--- config.mk ---
export PLATFORM = sky130hd
export DESIGN_NAME = draw_without_repeat_selector_core
export DESIGN_NICKNAME = d
export VERILOG_FILES = /design/src/rtl/core/dwr_pkg.sv /design/src/rtl/core/draw_without_repeat_selector_core.sv /design/src/rtl/core/dwr_map_ram.sv /design/src/rtl/core/dwr_row_unit.sv
export SDC_FILE = /design/constraint.sdc
export NUM_CORES = 1
export LEC_CHECK = 0
export BUFFER_PORTS_ARGS = -buffer_cell sky130_fd_sc_hd__buf_4
export CAP_MARGIN = 20
export CORE_MARGIN = 2
export CORE_UTILIZATION = 55
export CTS_BUF_LIST = sky130_fd_sc_hd__clkbuf_8 sky130_fd_sc_hd__clkbuf_16
export CTS_CLUSTER_DIAMETER = 40
export DETAILED_ROUTE_END_ITERATION = 10
export PLACE_DENSITY = 0.71
export SLEW_MARGIN = 20
export SYNTH_ARGS = -nofsm -noshare
export SYNTH_HDL_FRONTEND = slang
export SYNTH_SLANG_ARGS = --single-unit
export TNS_END_PERCENT = 5
--- constraint.sdc ---
create_clock -name i_clk -period 9.35 [get_ports i_clk]
set_input_delay 0.935 -clock i_clk [delete_from_list [all_inputs] [get_ports i_clk]]
set_output_delay 0.935 -clock i_clk [all_outputs]
set_load 0.05 [all_outputs]
--- src/rtl/core/dwr_pkg.sv ---
// shared constants, types and codes for the draw-without-repeat selector
`timescale 1ns / 1ps
`default_nettype none

package dwr_pkg;

    // index range size default
    localparam int RANGE_SIZE_DEF = 256;

    // picked map row geometry
    localparam int ROW_W     = 32;
    localparam int OFF_W     = $clog2(ROW_W);
    localparam int ROW_CNT_W = $clog2(ROW_W + 1);

    // field widths
    localparam int IDX_W = 8;
    localparam int UB_W  = 9;
    localparam int LS_W  = 8;
    localparam int ST_W  = 2;
    localparam int FC_W  = 9;

    // configuration port
    localparam int CFG_IDX_W  = 1;
    localparam int CFG_DATA_W = 9;

    localparam logic [CFG_IDX_W-1:0] REG_UPPER_BOUND = 1'b0;
    localparam logic [CFG_IDX_W-1:0] REG_LOWER_START = 1'b1;

    localparam logic [UB_W-1:0] UB_RESET = 9'd256;
    localparam logic [LS_W-1:0] LS_RESET = 8'd0;

    // result status codes
    localparam logic [ST_W-1:0] ST_OK        = 2'd0;
    localparam logic [ST_W-1:0] ST_EMPTY     = 2'd1;
    localparam logic [ST_W-1:0] ST_OUT_RANGE = 2'd2;

    typedef logic [ROW_W-1:0] t_row;

    // result of one pass of the row scan unit
    typedef struct packed {
        logic                 found;
        logic [OFF_W-1:0]     off;
        logic [ROW_CNT_W-1:0] cnt;
    } t_row_res;

endpackage

`default_nettype wire

--- src/rtl/core/draw_without_repeat_selector_core.sv ---
// draw-without-repeat selector: sequencer around the picked map and the row scan unit
// a free proposal runs S_PROP, S_PICK and S_FIN, which registers the result strobe; a draw
//   on the pointer adds S_SK_RD and S_SK_CHK per row the pointer skip visits, plus S_SK_RD
//   if it runs off the range end; a taken proposal adds S_LP_RD, S_LP_WR to read and mark it
// the first draw after reset or a register write re-skips the pointer, S_SK_RD and S_SK_CHK
//   per row visited, then recounts from the pointer to the bound, S_CNT_RD and S_CNT_ACC per
//   row, or S_CNT_RD alone if empty; start is taken only in S_IDLE, so draws never overlap
// reset: synchronous active low; the map clears at once through row valid bits, no sweep
`timescale 1ns / 1ps
`default_nettype none

module draw_without_repeat_selector_core #(
    parameter int RANGE_SIZE = dwr_pkg::RANGE_SIZE_DEF
) (
    input  wire                              i_clk,
    input  wire                              i_rst_n,
    // draw command
    input  wire                              start,
    output logic                             busy,
    input  wire  [dwr_pkg::IDX_W-1:0]        i_proposed_index,
    // result word
    output logic                             o_result_valid,
    output logic [dwr_pkg::IDX_W-1:0]        o_chosen_index,
    output logic [dwr_pkg::ST_W-1:0]         o_status,
    output logic [dwr_pkg::FC_W-1:0]         o_free_count,
    output logic                             o_now_empty,
    // register writes
    input  wire                              i_cfg_we,
    input  wire  [dwr_pkg::CFG_IDX_W-1:0]    i_cfg_idx,
    input  wire  [dwr_pkg::CFG_DATA_W-1:0]   i_cfg_wdata
);

    // map geometry: rows of ROW_W bits, pointer wide enough to hold RANGE_SIZE
    localparam int ROWS  = (RANGE_SIZE + dwr_pkg::ROW_W - 1) / dwr_pkg::ROW_W;
    localparam int RIW   = (ROWS > 1) ? $clog2(ROWS) : 1;
    localparam int PTR_W = RIW + dwr_pkg::OFF_W + 1;
    localparam int CW    = (PTR_W > dwr_pkg::UB_W) ? PTR_W : dwr_pkg::UB_W;

    localparam logic [PTR_W-1:0] RANGE_P = PTR_W'(RANGE_SIZE);

    typedef enum logic [9:0] {
        S_IDLE    = 10'b00_0000_0001,
        S_SK_RD   = 10'b00_0000_0010,   // read row at pointer
        S_SK_CHK  = 10'b00_0000_0100,   // look for a free bit at or above pointer
        S_CNT_RD  = 10'b00_0000_1000,   // read next row for the recount
        S_CNT_ACC = 10'b00_0001_0000,   // add free bits of that row
        S_PROP    = 10'b00_0010_0000,   // range checks, read proposal row
        S_PICK    = 10'b00_0100_0000,   // proposal free or taken
        S_LP_RD   = 10'b00_1000_0000,   // read pointer row
        S_LP_WR   = 10'b01_0000_0000,   // mark pointer index picked
        S_FIN     = 10'b10_0000_0000    // register the result word
    } t_state;

    t_state                      r_state, n_state;
    logic [dwr_pkg::UB_W-1:0]    r_ub, n_ub;
    logic [PTR_W-1:0]            r_lp, n_lp;
    logic [PTR_W-1:0]            r_free, n_free;
    logic                        r_dirty, n_dirty;
    logic                        r_pre, n_pre;
    logic [dwr_pkg::IDX_W-1:0]   r_prop, n_prop;
    logic [RIW-1:0]              r_row, n_row;
    logic [PTR_W-1:0]            r_chosen, n_chosen;
    logic [dwr_pkg::ST_W-1:0]    r_st, n_st;

    logic                        r_o_vld, n_o_vld;
    logic [dwr_pkg::IDX_W-1:0]   r_o_chosen, n_o_chosen;
    logic [dwr_pkg::ST_W-1:0]    r_o_st, n_o_st;
    logic [dwr_pkg::FC_W-1:0]    r_o_free, n_o_free;
    logic                        r_o_empty, n_o_empty;

    // map port and scan unit hookup
    logic                        w_we;
    logic [RIW-1:0]              w_waddr;
    dwr_pkg::t_row               w_wdata;
    logic [RIW-1:0]              w_raddr;
    dwr_pkg::t_row               w_rdata;
    logic [PTR_W-1:0]            w_base;
    logic [PTR_W-1:0]            w_hi;
    dwr_pkg::t_row_res           w_res;

    // derived values
    logic [PTR_W-1:0]            w_eub;
    logic [PTR_W-1:0]            w_prop_p;
    logic [PTR_W-1:0]            w_next_base;
    logic [PTR_W-1:0]            w_ls_load;
    logic                        w_prop_taken;

    // upper bound above the range acts as the range size
    assign w_eub = (CW'(r_ub) > CW'(RANGE_SIZE)) ? RANGE_P : PTR_W'(r_ub);

    // proposal in pointer width, only used once it is known to be below the bound
    assign w_prop_p     = PTR_W'(r_prop);
    assign w_base       = {1'b0, r_row, {dwr_pkg::OFF_W{1'b0}}};
    assign w_next_base  = w_base + PTR_W'(dwr_pkg::ROW_W);
    assign w_prop_taken = w_rdata[w_prop_p[dwr_pkg::OFF_W-1:0]];
    assign w_ls_load    = (CW'(i_cfg_wdata[dwr_pkg::LS_W-1:0]) > CW'(RANGE_SIZE)) ?
                          RANGE_P : PTR_W'(i_cfg_wdata[dwr_pkg::LS_W-1:0]);

    // recount looks up to the bound, the pointer skip up to the range end
    assign w_hi = (r_state == S_CNT_ACC) ? w_eub : RANGE_P;

    dwr_map_ram #(
        .ROW_IDX_W (RIW)
    ) u_map (
        .i_clk   (i_clk),
        .i_rst_n (i_rst_n),
        .i_we    (w_we),
        .i_waddr (w_waddr),
        .i_wdata (w_wdata),
        .i_raddr (w_raddr),
        .o_rdata (w_rdata)
    );

    dwr_row_unit #(
        .PTR_W (PTR_W)
    ) u_scan (
        .i_row  (w_rdata),
        .i_base (w_base),
        .i_lo   (r_lp),
        .i_hi   (w_hi),
        .o_res  (w_res)
    );

    always_comb begin
        n_state    = r_state;
        n_ub       = r_ub;
        n_lp       = r_lp;
        n_free     = r_free;
        n_dirty    = r_dirty;
        n_pre      = r_pre;
        n_prop     = r_prop;
        n_row      = r_row;
        n_chosen   = r_chosen;
        n_st       = r_st;
        n_o_vld    = 1'b0;
        n_o_chosen = r_o_chosen;
        n_o_st     = r_o_st;
        n_o_free   = r_o_free;
        n_o_empty  = r_o_empty;
        w_raddr    = r_row;
        w_we       = 1'b0;
        w_waddr    = r_row;
        w_wdata    = w_rdata;

        case (r_state)
            S_IDLE: begin
                if (start) begin
                    n_prop = i_proposed_index;
                    // after a register write the pointer and count need a refresh
                    n_pre   = r_dirty;
                    n_state = r_dirty ? S_SK_RD : S_PROP;
                    if (r_dirty) begin
                        n_free = '0;
                    end
                end
            end

            S_SK_RD: begin
                if (r_lp >= RANGE_P) begin
                    n_state = r_pre ? S_CNT_RD : S_FIN;
                end else begin
                    w_raddr = r_lp[dwr_pkg::OFF_W +: RIW];
                    n_row   = r_lp[dwr_pkg::OFF_W +: RIW];
                    n_state = S_SK_CHK;
                end
            end

            S_SK_CHK: begin
                if (w_res.found) begin
                    n_lp    = w_base + PTR_W'(w_res.off);
                    n_state = r_pre ? S_CNT_RD : S_FIN;
                end else begin
                    // whole rest of the row is picked, move to the next row
                    n_lp    = (w_next_base >= RANGE_P) ? RANGE_P : w_next_base;
                    n_state = S_SK_RD;
                end
            end

            S_CNT_RD: begin
                if (r_lp >= w_eub) begin
                    n_dirty = 1'b0;
                    n_state = S_PROP;
                end else begin
                    n_state = S_CNT_ACC;
                end
            end

            S_CNT_ACC: begin
                n_free = r_free + PTR_W'(w_res.cnt);
                if (w_next_base >= w_eub) begin
                    n_dirty = 1'b0;
                    n_state = S_PROP;
                end else begin
                    n_row   = r_row + RIW'(1);
                    w_raddr = r_row + RIW'(1);
                    n_state = S_CNT_RD;
                end
            end

            S_PROP: begin
                n_chosen = '0;
                if (r_lp >= w_eub) begin
                    n_st    = dwr_pkg::ST_EMPTY;
                    n_state = S_FIN;
                end else if (CW'(r_prop) >= CW'(w_eub)) begin
                    n_st    = dwr_pkg::ST_OUT_RANGE;
                    n_state = S_FIN;
                end else begin
                    n_st    = dwr_pkg::ST_OK;
                    w_raddr = w_prop_p[dwr_pkg::OFF_W +: RIW];
                    n_row   = w_prop_p[dwr_pkg::OFF_W +: RIW];
                    n_state = S_PICK;
                end
            end

            S_PICK: begin
                if (!w_prop_taken) begin
                    // free proposal: mark it, count drops only if at or above pointer
                    w_we     = 1'b1;
                    w_wdata  = w_rdata | (dwr_pkg::t_row'(1) << w_prop_p[dwr_pkg::OFF_W-1:0]);
                    n_chosen = w_prop_p;
                    if (w_prop_p >= r_lp) begin
                        n_free = r_free - PTR_W'(1);
                    end
                    if (w_prop_p == r_lp) begin
                        // drawn at the pointer itself: move the pointer on
                        n_pre   = 1'b0;
                        n_state = S_SK_RD;
                    end else begin
                        n_state = S_FIN;
                    end
                end else begin
                    // taken: the pointer index is the draw
                    n_chosen = r_lp;
                    n_free   = r_free - PTR_W'(1);
                    n_state  = S_LP_RD;
                end
            end

            S_LP_RD: begin
                w_raddr = r_lp[dwr_pkg::OFF_W +: RIW];
                n_row   = r_lp[dwr_pkg::OFF_W +: RIW];
                n_state = S_LP_WR;
            end

            S_LP_WR: begin
                w_we    = 1'b1;
                w_wdata = w_rdata | (dwr_pkg::t_row'(1) << r_lp[dwr_pkg::OFF_W-1:0]);
                n_pre   = 1'b0;
                n_state = S_SK_RD;
            end

            S_FIN: begin
                n_o_vld    = 1'b1;
                n_o_chosen = dwr_pkg::IDX_W'(r_chosen);
                n_o_st     = r_st;
                n_o_free   = dwr_pkg::FC_W'(r_free);
                n_o_empty  = (r_lp >= w_eub);
                n_state    = S_IDLE;
            end

            default: begin
                n_state = S_IDLE;
            end
        endcase

        // register writes are to arrive only while idle; the block itself does not enforce it
        if (i_cfg_we) begin
            case (i_cfg_idx)
                dwr_pkg::REG_UPPER_BOUND: begin
                    n_ub    = i_cfg_wdata[dwr_pkg::UB_W-1:0];
                    n_dirty = 1'b1;
                end
                dwr_pkg::REG_LOWER_START: begin
                    n_lp    = w_ls_load;
                    n_dirty = 1'b1;
                end
                default: begin
                    n_dirty = r_dirty;
                end
            endcase
        end
    end

    always_ff @(posedge i_clk) begin
        if (!i_rst_n) begin
            r_state <= S_IDLE;
            r_ub    <= dwr_pkg::UB_RESET;
            r_lp    <= (CW'(dwr_pkg::LS_RESET) > CW'(RANGE_SIZE)) ?
                       RANGE_P : PTR_W'(dwr_pkg::LS_RESET);
            r_dirty <= 1'b1;
            r_pre   <= 1'b0;
            r_o_vld <= 1'b0;
        end else begin
            r_state <= n_state;
            r_ub    <= n_ub;
            r_lp    <= n_lp;
            r_dirty <= n_dirty;
            r_pre   <= n_pre;
            r_o_vld <= n_o_vld;
        end
    end

    // payload registers
    always_ff @(posedge i_clk) begin
        r_free     <= n_free;
        r_prop     <= n_prop;
        r_row      <= n_row;
        r_chosen   <= n_chosen;
        r_st       <= n_st;
        r_o_chosen <= n_o_chosen;
        r_o_st     <= n_o_st;
        r_o_free   <= n_o_free;
        r_o_empty  <= n_o_empty;
    end

    assign busy           = (r_state != S_IDLE);
    assign o_result_valid = r_o_vld;
    assign o_chosen_index = r_o_chosen;
    assign o_status       = r_o_st;
    assign o_free_count   = r_o_free;
    assign o_now_empty    = r_o_empty;

endmodule

`default_nettype wire

--- src/rtl/core/dwr_map_ram.sv ---
// picked map storage: one row per address, row valid bits stand in for a clear
`timescale 1ns / 1ps
`default_nettype none

module dwr_map_ram #(
    parameter int ROW_IDX_W = 3
) (
    input  wire                   i_clk,
    input  wire                   i_rst_n,
    input  wire                   i_we,
    input  wire  [ROW_IDX_W-1:0]  i_waddr,
    input  wire  dwr_pkg::t_row   i_wdata,
    input  wire  [ROW_IDX_W-1:0]  i_raddr,
    output dwr_pkg::t_row         o_rdata
);

    localparam int DEPTH = 1 << ROW_IDX_W;

    dwr_pkg::t_row  r_mem [DEPTH];
    logic [DEPTH-1:0] r_row_vld;
    dwr_pkg::t_row  r_rdata;

    always_ff @(posedge i_clk) begin
        if (i_we) begin
            r_mem[i_waddr] <= i_wdata;
        end
    end

    always_ff @(posedge i_clk) begin
        if (!i_rst_n) begin
            r_row_vld <= '0;
        end else if (i_we) begin
            r_row_vld[i_waddr] <= 1'b1;
        end
    end

    // a row never written reads as nothing picked
    always_ff @(posedge i_clk) begin
        r_rdata <= r_row_vld[i_raddr] ? r_mem[i_raddr] : '0;
    end

    assign o_rdata = r_rdata;

endmodule

`default_nettype wire

--- src/rtl/core/dwr_row_unit.sv ---
// shared row scan unit: first free bit and free count within a window
`timescale 1ns / 1ps
`default_nettype none

module dwr_row_unit #(
    parameter int PTR_W = 9
) (
    input  wire  dwr_pkg::t_row     i_row,
    input  wire  [PTR_W-1:0]        i_base,
    input  wire  [PTR_W-1:0]        i_lo,
    input  wire  [PTR_W-1:0]        i_hi,
    output dwr_pkg::t_row_res       o_res
);

    dwr_pkg::t_row             w_free;
    logic [PTR_W-1:0]          w_idx;
    logic [dwr_pkg::OFF_W-1:0] w_off;

    always_comb begin
        w_idx = '0;
        for (int b = 0; b < dwr_pkg::ROW_W; b++) begin
            w_idx     = i_base + PTR_W'(b);
            w_free[b] = !i_row[b] && (w_idx >= i_lo) && (w_idx < i_hi);
        end
    end

    // lowest free bit wins
    always_comb begin
        w_off = '0;
        for (int b = dwr_pkg::ROW_W - 1; b >= 0; b--) begin
            if (w_free[b]) begin
                w_off = dwr_pkg::OFF_W'(b);
            end
        end
    end

    assign o_res.found = |w_free;
    assign o_res.off   = w_off;
    assign o_res.cnt   = dwr_pkg::ROW_CNT_W'($countones(w_free));

endmodule

`default_nettype wire
==> results of run 1 <==
[path summary, 6_finish.rpt]
| kind | to | slack [ns] | cells after the start |
|---|---|---|---|
| setup / recovery | r_free[8] | 0.38 | 33 |
| hold / removal | o_chosen_index[1] | 0.42 | 0 |
| setup reg to reg | r_free[8] | 0.38 | 33 |
| hold reg to reg | o_chosen_index[1] | 0.42 | 0 |
[worst register-to-register path, delay by kind of cell (launching register included)]
kind	cells	cell delay [ns]
simple gates	9	1.90
fa+ha+maj	10	4.05
xor+xnor	3	0.52
compound gates	8	1.74
flops	1	0.31
buf+inv	3	0.21
[repair_timing]
action | CTS | global route
resized for setup | 0 | 12
endpoints found under the setup margin | 0 | 3
setup buffers | 0 | 0
[through the flow]
| step | area [um^2] | cells | setup WS [ns] | util | hold slack (ns) |
|---|---|---|---|---|---|
| after global routing | 22200 | 2194 | 0.0255 | 0.630 | 0.431 |
| after floorplan | 19600 | 1632 | 0.709 | - | 0.400 |
| after CTS | 22200 | 2193 | 0.132 | 0.628 | 0.418 |
| after global placement | 20600 | 2102 | 0.366 | 0.583 | 0.404 |
| final | 22200 | 2194 | 0.376 | 0.630 | 0.418 |
| after detailed placement | 20600 | 2102 | 0.161 | 0.583 | 0.407 |
[cells in the final DEF, fill, tap and decap left out, types with 8 or more instances in the layout]
| master | n |
|---|---|
| sky130_fd_sc_hd__a22o_1 | 8 |
| sky130_fd_sc_hd__o22ai_1 | 34 |
| sky130_fd_sc_hd__o21ai_0 | 52 |
| sky130_fd_sc_hd__edfxtp_1 | 303 |
| sky130_fd_sc_hd__mux2i_1 | 39 |
| sky130_fd_sc_hd__and3_1 | 9 |
| sky130_fd_sc_hd__and2_1 | 10 |
| sky130_fd_sc_hd__nor3_1 | 31 |
| sky130_fd_sc_hd__nand4_1 | 18 |
| sky130_fd_sc_hd__dfxtp_1 | 74 |
| sky130_fd_sc_hd__o21a_1 | 21 |
| sky130_fd_sc_hd__nor3_2 | 36 |
| sky130_fd_sc_hd__a221oi_1 | 9 |
| sky130_fd_sc_hd__inv_1 | 113 |
| sky130_fd_sc_hd__nand2_1 | 149 |
| sky130_fd_sc_hd__fa_1 | 27 |
| sky130_fd_sc_hd__nor2_1 | 68 |
| sky130_fd_sc_hd__ha_1 | 88 |
| sky130_fd_sc_hd__mux2_2 | 64 |
| sky130_fd_sc_hd__or3_1 | 9 |
| sky130_fd_sc_hd__or4_1 | 9 |
| sky130_fd_sc_hd__clkbuf_16 | 49 |
| sky130_fd_sc_hd__buf_4 | 96 |
| sky130_fd_sc_hd__xnor2_1 | 11 |
| sky130_fd_sc_hd__nor2b_1 | 19 |
| sky130_fd_sc_hd__a32o_1 | 32 |
| sky130_fd_sc_hd__a21o_1 | 16 |
| sky130_fd_sc_hd__a21oi_1 | 60 |
| sky130_fd_sc_hd__nand3_1 | 33 |
| sky130_fd_sc_hd__a21boi_0 | 12 |
| sky130_fd_sc_hd__a211oi_1 | 9 |
| sky130_fd_sc_hd__nor4_1 | 11 |
| sky130_fd_sc_hd__a221o_1 | 34 |
| sky130_fd_sc_hd__o211ai_1 | 9 |
[logic make-up after synthesis]
group / after synthesis
AO/OA/AOI/OAI: 360
XOR/XNOR: 17
adder cells (fa/ha/maj): 115
buffers and inverters: 194
flip-flops: 377
multiplexers: 110
AND/OR/NAND/NOR: 459
[flip-flops by register name, summed over array words and instances, names as in the netlist, 2 cells and up]
register and flops:
u_map.o_rdata 32, r_state 10, r_free 9, r_st 2, u_map.r_mem 256, o_free_count 9, u_map.r_row_vld 8, o_status 2
r_prop 8, r_chosen 8, r_row 3, r_lp 9, o_chosen_index 8, r_ub 9
[area by class of cell]
type,count,share of cell area
antenna,1,0.000113
clock buffer,51,0.0564
clock inverter,40,0.0158
inverter,106,0.0180
multi-input combinational,1061,0.375
sequential,377,0.476
tap,461,0.0259
timing repair buffer,97,0.0333
[routing by layer]
metal | global-route usage | vias to the layer above | wire [um]
li1 | - | 6299 | -
met1 | 0.415 | 6984 | 23300
met2 | 0.492 | 643 | 26300
met3 | 0.0438 | 137 | 3940
met4 | 0.116 | 4 | 1780
met5 | 0 | - | 46
==> metrics.txt, run 1 <==
# TYPE chip_impl_metric gauge
chip_impl_metric{name="max_cap_viol_count",unit=""} 0
chip_impl_info{name="clockRootBuffer",value="sky130_fd_sc_hd__clkbuf_16"} 1
chip_impl_metric{name="areaGrowthSynthToFinish",unit="%"} 13.5
chip_impl_metric{name="slowest_stage_delay_on_critical_path",unit="ns"} 0.55
chip_impl_metric{name="core_area",unit="mm^2"} 0.0353
chip_impl_metric{name="rows",unit=""} 69
chip_impl_metric{name="slew_violations",unit=""} 0
chip_impl_metric{name="synth-xor-area-share",unit=""} 0.00760
chip_impl_metric{name="routedWlPerCell",unit="um"} 25.3
chip_impl_metric{name="layout.filler_cells",unit=""} 2725
chip_impl_metric{name="syn_avg_cell_area",unit="um^2"} 12.0
chip_impl_metric{name="achievable-frequency",unit="GHz"} 0.111
chip_impl_metric{name="setup_violations",unit=""} 0
chip_impl_metric{name="syn-cell-area",unit="mm^2"} 0.0196
chip_impl_metric{name="multi_input_logic_area",unit="mm^2"} 0.00833
chip_impl_metric{name="placement.io_buffers",unit=""} 43
chip_impl_metric{name="clkLatencyLatePin",unit="ns"} 0.60
chip_impl_metric{name="yosysTopAreaCellShare",unit=""} 0.465
chip_impl_metric{name="vias",unit=""} 14067
chip_impl_metric{name="drive_above_1_share",unit=""} 0.188
chip_impl_metric{name="cp_num_buf_inv",unit=""} 3
chip_impl_metric{name="drt-total-wl",unit="um"} 55400
chip_impl_info{name="post_synth_most_frequent_cells",value="sky130_fd_sc_hd__edfxtp_1 (303), sky130_fd_sc_hd__nand2_1 (151), sky130_fd_sc_hd__inv_1 (103)"} 1
chip_impl_info{name="worst_setup_path_startpoint",value="r_ub[3]"} 1
chip_impl_metric{name="synth_simple_gate_area_frac",unit=""} 0.127
chip_impl_metric{name="min_period_over_period",unit=""} 0.960
chip_impl_metric{name="cts-hold-fix-buffers",unit=""} 0
chip_impl_metric{name="postSynth.asyncResetShare",unit=""} 0
chip_impl_metric{name="final.setup.tns",unit="ns"} 0
chip_impl_metric{name="overflow",unit=""} 0
chip_impl_metric{name="detailed_place_hpwl",unit="um"} 37600
chip_impl_metric{name="drc",unit=""} 0
chip_impl_metric{name="global_route_wire_length_before_repair",unit="um"} 83700
chip_impl_metric{name="cp_data_arrival_time",unit="ns"} 9.31
chip_impl_metric{name="clock_tree.htree_level_count",unit=""} 2
chip_impl_metric{name="clock_sinks",unit=""} 377
chip_impl_metric{name="syn-num-nets",unit=""} 1769
chip_impl_metric{name="sequential_cell_area",unit="mm^2"} 0.0106
chip_impl_info{name="setup.worst_path.class",value="register to register"} 1
chip_impl_metric{name="detail_route.first_pass.iterations",unit=""} 6
chip_impl_metric{name="maximum_number_of_pins_on_one_net_before_global_route_repair",unit=""} 132
chip_impl_metric{name="die_width",unit="um"} 193
chip_impl_metric{name="tightest_pin_transition",unit="ns"} 0.932
chip_impl_info{name="yosys.cell_count.top_type",value="sky130_fd_sc_hd__edfxtp_1"} 1
chip_impl_info{name="critical_path.top_delay_family",value="adder cells"} 1
chip_impl_metric{name="antenna_found_initial",unit=""} 2
chip_impl_metric{name="number_of_flops_mapped_to_enable_cells_by_yosys",unit=""} 303
chip_impl_info{name="worstReg2RegStart",value="r_ub[3]"} 1
chip_impl_info{name="critical-path-slowest-cell",value="sky130_fd_sc_hd__or4_1"} 1
chip_impl_metric{name="ant_nets",unit=""} 0
chip_impl_info{name="synth_ff_type",value="sky130_fd_sc_hd__edfxtp_1"} 1
chip_impl_metric{name="synth_compound_area_frac",unit=""} 0.136
chip_impl_info{name="cts_tree",value="built"} 1
chip_impl_metric{name="postSynthCellCount",unit=""} 1632
chip_impl_metric{name="die_height",unit="um"} 193
chip_impl_metric{name="synth_sequential_area_ratio",unit=""} 0.540
chip_impl_info{name="hold_path.class",value="register to register"} 1
chip_impl_metric{name="finalWorstPathRequiredPeriod",unit="ns"} 8.97
chip_impl_metric{name="worst-endpoint-required",unit="ns"} 9.68
chip_impl_metric{name="gp_congestion",unit=""} 0.989
chip_impl_info{name="synth_top_family_by_area",value="compound AO/OA/AOI/OAI gates"} 1
chip_impl_metric{name="hold_viol_final",unit=""} 0
chip_impl_info{name="start_kind",value="register"} 1
chip_impl_metric{name="synthMuxAreaShare",unit=""} 0.0648
chip_impl_metric{name="yosys.area_share.adder",unit=""} 0.0838
chip_impl_metric{name="clock_skew",unit="ns"} 0.0214
chip_impl_metric{name="die_area",unit="mm^2"} 0.0371
chip_impl_metric{name="initial_core_util",unit=""} 0.555
chip_impl_info{name="grt_setup_unrepaired",value="no"} 1
chip_impl_metric{name="slew-limit-headroom",unit=""} 0.377
chip_impl_info{name="min-delay-start",value="r_chosen[1]"} 1
chip_impl_info{name="worstSetupEndpointType",value="register"} 1
chip_impl_metric{name="num-nets-final",unit=""} 1829
chip_impl_info{name="outcome",value="completed"} 1
chip_impl_metric{name="average_via_count_per_standard_cell",unit=""} 6.41
chip_impl_metric{name="gr-usage-all-layers",unit=""} 0.304
chip_impl_metric{name="cts_made_buffers",unit=""} 49
chip_impl_info{name="synth.area.top_cells",value="sky130_fd_sc_hd__edfxtp_1 (46%), sky130_fd_sc_hd__dfxtp_1 (7.6%), sky130_fd_sc_hd__ha_1 (5.6%), sky130_fd_sc_hd__mux2_2 (3.7%), sky130_fd_sc_hd__nand2_1 (2.9%)"} 1
chip_impl_info{name="yosys.area.top_type",value="sky130_fd_sc_hd__edfxtp_1"} 1
chip_impl_metric{name="cts_buffer_depth",unit=""} 3
chip_impl_metric{name="grt_pass1_vias",unit=""} 13959
chip_impl_metric{name="top_level_ports",unit=""} 44
chip_impl_metric{name="yosysWarnings",unit=""} 0
chip_impl_metric{name="synth-seq-cells",unit=""} 377
chip_impl_info{name="cp_common_cell",value="sky130_fd_sc_hd__fa_1"} 1
chip_impl_metric{name="yosys.cell_types.count",unit=""} 89
chip_impl_metric{name="cts.reportedPaths.clkPinSlew",unit="ns"} 0.06
chip_impl_metric{name="crit_fanout",unit=""} 14
chip_impl_metric{name="drt_iter0_markers",unit=""} 1414
Power of run 1 is not shown: default switching activity piles up to over one toggle a cycle in this logic, so the estimate is an artifact.
==> run 2, diff against run 1 <==
--- a/config.mk
+++ b/config.mk
@@ -8,11 +8,11 @@
 export BUFFER_PORTS_ARGS = -buffer_cell sky130_fd_sc_hd__buf_4
 export CAP_MARGIN = 20
 export CORE_MARGIN = 2
-export CORE_UTILIZATION = 55
+export CORE_UTILIZATION = 40
 export CTS_BUF_LIST = sky130_fd_sc_hd__clkbuf_8 sky130_fd_sc_hd__clkbuf_16
 export CTS_CLUSTER_DIAMETER = 40
 export DETAILED_ROUTE_END_ITERATION = 10
-export PLACE_DENSITY = 0.71
+export GPL_ROUTABILITY_DRIVEN = 0
 export SLEW_MARGIN = 20
 export SYNTH_ARGS = -nofsm -noshare
 export SYNTH_HDL_FRONTEND = slang
==> metrics.txt, run 2 (synthesis gave the netlist of run 1 again) <==
# TYPE chip_impl_metric gauge
chip_impl_info{name="outcome",value="completed"} 1
chip_impl_metric{name="hold_viol_final",unit=""} 0
chip_impl_metric{name="overflow",unit=""} 0
chip_impl_metric{name="num-nets-final",unit=""} 1815
chip_impl_info{name="worstSetupEndpointType",value="register"} 1
chip_impl_metric{name="die_width",unit="um"} 225
chip_impl_metric{name="fin_cells",unit=""} 2339
chip_impl_metric{name="clock_tree.htree_level_count",unit=""} 2
chip_impl_metric{name="die_height",unit="um"} 225
chip_impl_info{name="start_kind",value="register"} 1
chip_impl_metric{name="clkLatencyLatePin",unit="ns"} 0.60
chip_impl_metric{name="cts_buffer_depth",unit=""} 3
chip_impl_info{name="critical-path-slowest-cell",value="sky130_fd_sc_hd__or4_1"} 1
chip_impl_info{name="registers.top_by_ff_count",value="u_map.r_mem"} 1
chip_impl_metric{name="cts_made_buffers",unit=""} 47
chip_impl_metric{name="drive_above_1_share",unit=""} 0.183
chip_impl_metric{name="drc",unit=""} 0
chip_impl_metric{name="average_via_count_per_standard_cell",unit=""} 5.95
chip_impl_metric{name="final_core_occ",unit=""} 0.461
chip_impl_metric{name="achievable-frequency",unit="GHz"} 0.112
chip_impl_metric{name="tightest_pin_transition",unit="ns"} 1.14
chip_impl_metric{name="min_period_over_period",unit=""} 0.954
chip_impl_metric{name="crit_fanout",unit=""} 14
chip_impl_metric{name="setup_violations",unit=""} 0
chip_impl_metric{name="top_level_ports",unit=""} 44
chip_impl_metric{name="routedWlPerCell",unit="um"} 23.5
chip_impl_metric{name="drt_iter0_markers",unit=""} 1373
chip_impl_metric{name="number_of_flip_flops_under_the_largest_register_name",unit=""} 256
chip_impl_metric{name="detailed_place_hpwl",unit="um"} 36300
chip_impl_info{name="most-common-layout-cells",value="sky130_fd_sc_hd__edfxtp_1 (303), sky130_fd_sc_hd__nand2_1 (151), sky130_fd_sc_hd__inv_1 (109)"} 1
chip_impl_metric{name="place_area",unit="mm^2"} 0.0207
chip_impl_metric{name="maximum_number_of_pins_on_one_net_before_global_route_repair",unit=""} 75
chip_impl_metric{name="final_design_area_no_fill",unit="mm^2"} 0.0224
chip_impl_info{name="hold_path.class",value="register to register"} 1
chip_impl_metric{name="vias",unit=""} 13928
chip_impl_metric{name="placement.io_buffers",unit=""} 43
chip_impl_metric{name="antenna_found_initial",unit=""} 0
chip_impl_metric{name="rows",unit=""} 81
chip_impl_metric{name="ant_nets",unit=""} 0
chip_impl_metric{name="cp_data_arrival_time",unit="ns"} 9.23
chip_impl_metric{name="slew_violations",unit=""} 0
chip_impl_metric{name="worst-endpoint-required",unit="ns"} 9.66
chip_impl_metric{name="gr-usage-all-layers",unit=""} 0.219
chip_impl_info{name="cts_tree",value="built"} 1
chip_impl_metric{name="post-place-cells",unit=""} 2250
chip_impl_metric{name="grt_pass1_vias",unit=""} 13836
chip_impl_metric{name="slew-limit-headroom",unit=""} 0.241
chip_impl_metric{name="slowest_stage_delay_on_critical_path",unit="ns"} 0.59
chip_impl_metric{name="clock_sinks",unit=""} 377
chip_impl_metric{name="initial_core_util",unit=""} 0.403
chip_impl_info{name="final_common_cell",value="sky130_fd_sc_hd__edfxtp_1"} 1
chip_impl_info{name="clockRootBuffer",value="sky130_fd_sc_hd__clkbuf_16"} 1
chip_impl_metric{name="areaGrowthSynthToFinish",unit="%"} 14.6
chip_impl_metric{name="detail_route.first_pass.iterations",unit=""} 6
chip_impl_metric{name="cts.reportedPaths.clkPinSlew",unit="ns"} 0.06
chip_impl_metric{name="global_route_wire_length_before_repair",unit="um"} 83800
chip_impl_metric{name="finalWorstPathRequiredPeriod",unit="ns"} 8.92
chip_impl_info{name="setup.worst_path.class",value="register to register"} 1
chip_impl_metric{name="die_area",unit="mm^2"} 0.0507
chip_impl_metric{name="max_cap_viol_count",unit=""} 0
chip_impl_metric{name="core_area",unit="mm^2"} 0.0486
chip_impl_metric{name="drt-total-wl",unit="um"} 55000
chip_impl_metric{name="clock_skew",unit="ns"} 0.0189
chip_impl_metric{name="insertedDiodeCount",unit=""} 0
-- run 2: cell count changes in the layout (fill, tap and decap cells not counted), moves of 3 or more --
cell / delta
sky130_fd_sc_hd__clkinv_2: +3
sky130_fd_sc_hd__inv_1: -4
sky130_fd_sc_hd__buf_4: -11
sky130_fd_sc_hd__bufinv_16: +6
-- run 2: final cells by class --
class	count	area [um^2]
Clock buffer	52	1260
Clock inverter	36	459
Fill cell	4372	26200
Inverter	106	400
Multi-Input combinational cell	1061	8330
Sequential cell	377	10600
Tap cell	622	778
Timing Repair Buffer	85	638
-- run 2: stage by stage --
step | hold slack (ns) | setup TNS (ns) | worst slack (ns)
2_1_floorplan | 0.400 | 0 | 0.709
6_report | 0.417 | 0 | 0.426
3_3_place_gp | 0.405 | 0 | 0.360
5_1_grt | 0.427 | -0.000666 | -0.000666
3_5_place_dp | 0.405 | 0 | 0.158
4_1_cts | 0.417 | 0 | 0.131
-- run 2: per-layer routing --
metal  vias up  routed length (um)  share of wire  GRT usage
met2       611               24900           0.45      0.343
met3       123                4640          0.084     0.0545
li1       6291                   -              -          -
met4         0                1810          0.033     0.0827
met1      6903               23600           0.43      0.294
met5         -                   0              0          0
-- run 2: final timing paths --
path / depth (start not counted) / end / from / slack [ns]
setup / recovery: 35 / r_free[8] / r_ub[3] / 0.43
hold / removal: 0 / o_chosen_index[4] / r_chosen[4] / 0.42
setup reg to reg: 35 / r_free[8] / r_ub[3] / 0.43
hold reg to reg: 0 / o_chosen_index[4] / r_chosen[4] / 0.42
-- run 2: timing repair --
| action | CTS | global route |
|---|---|---|
| endpoints found under the setup margin | 0 | 3 |
| resized for setup | 0 | 11 |
| buffers inserted | 0 | 1 |
| hold buffers | 0 | 0 |
-- run 2: critical path: cells and delay by family (launching register included) --
| family | cells | cell delay, ns |
|---|---|---|
| and+or+nand+nor | 9 | 1.95 |
| adders and majority gates | 10 | 4.01 |
| xor gates and xnor gates | 2 | 0.25 |
| AOI/OAI and AO/OA | 8 | 1.64 |
| buffers and inverters | 6 | 0.47 |
| DFF | 1 | 0.30 |
Power of run 2 is left out for the same reason.
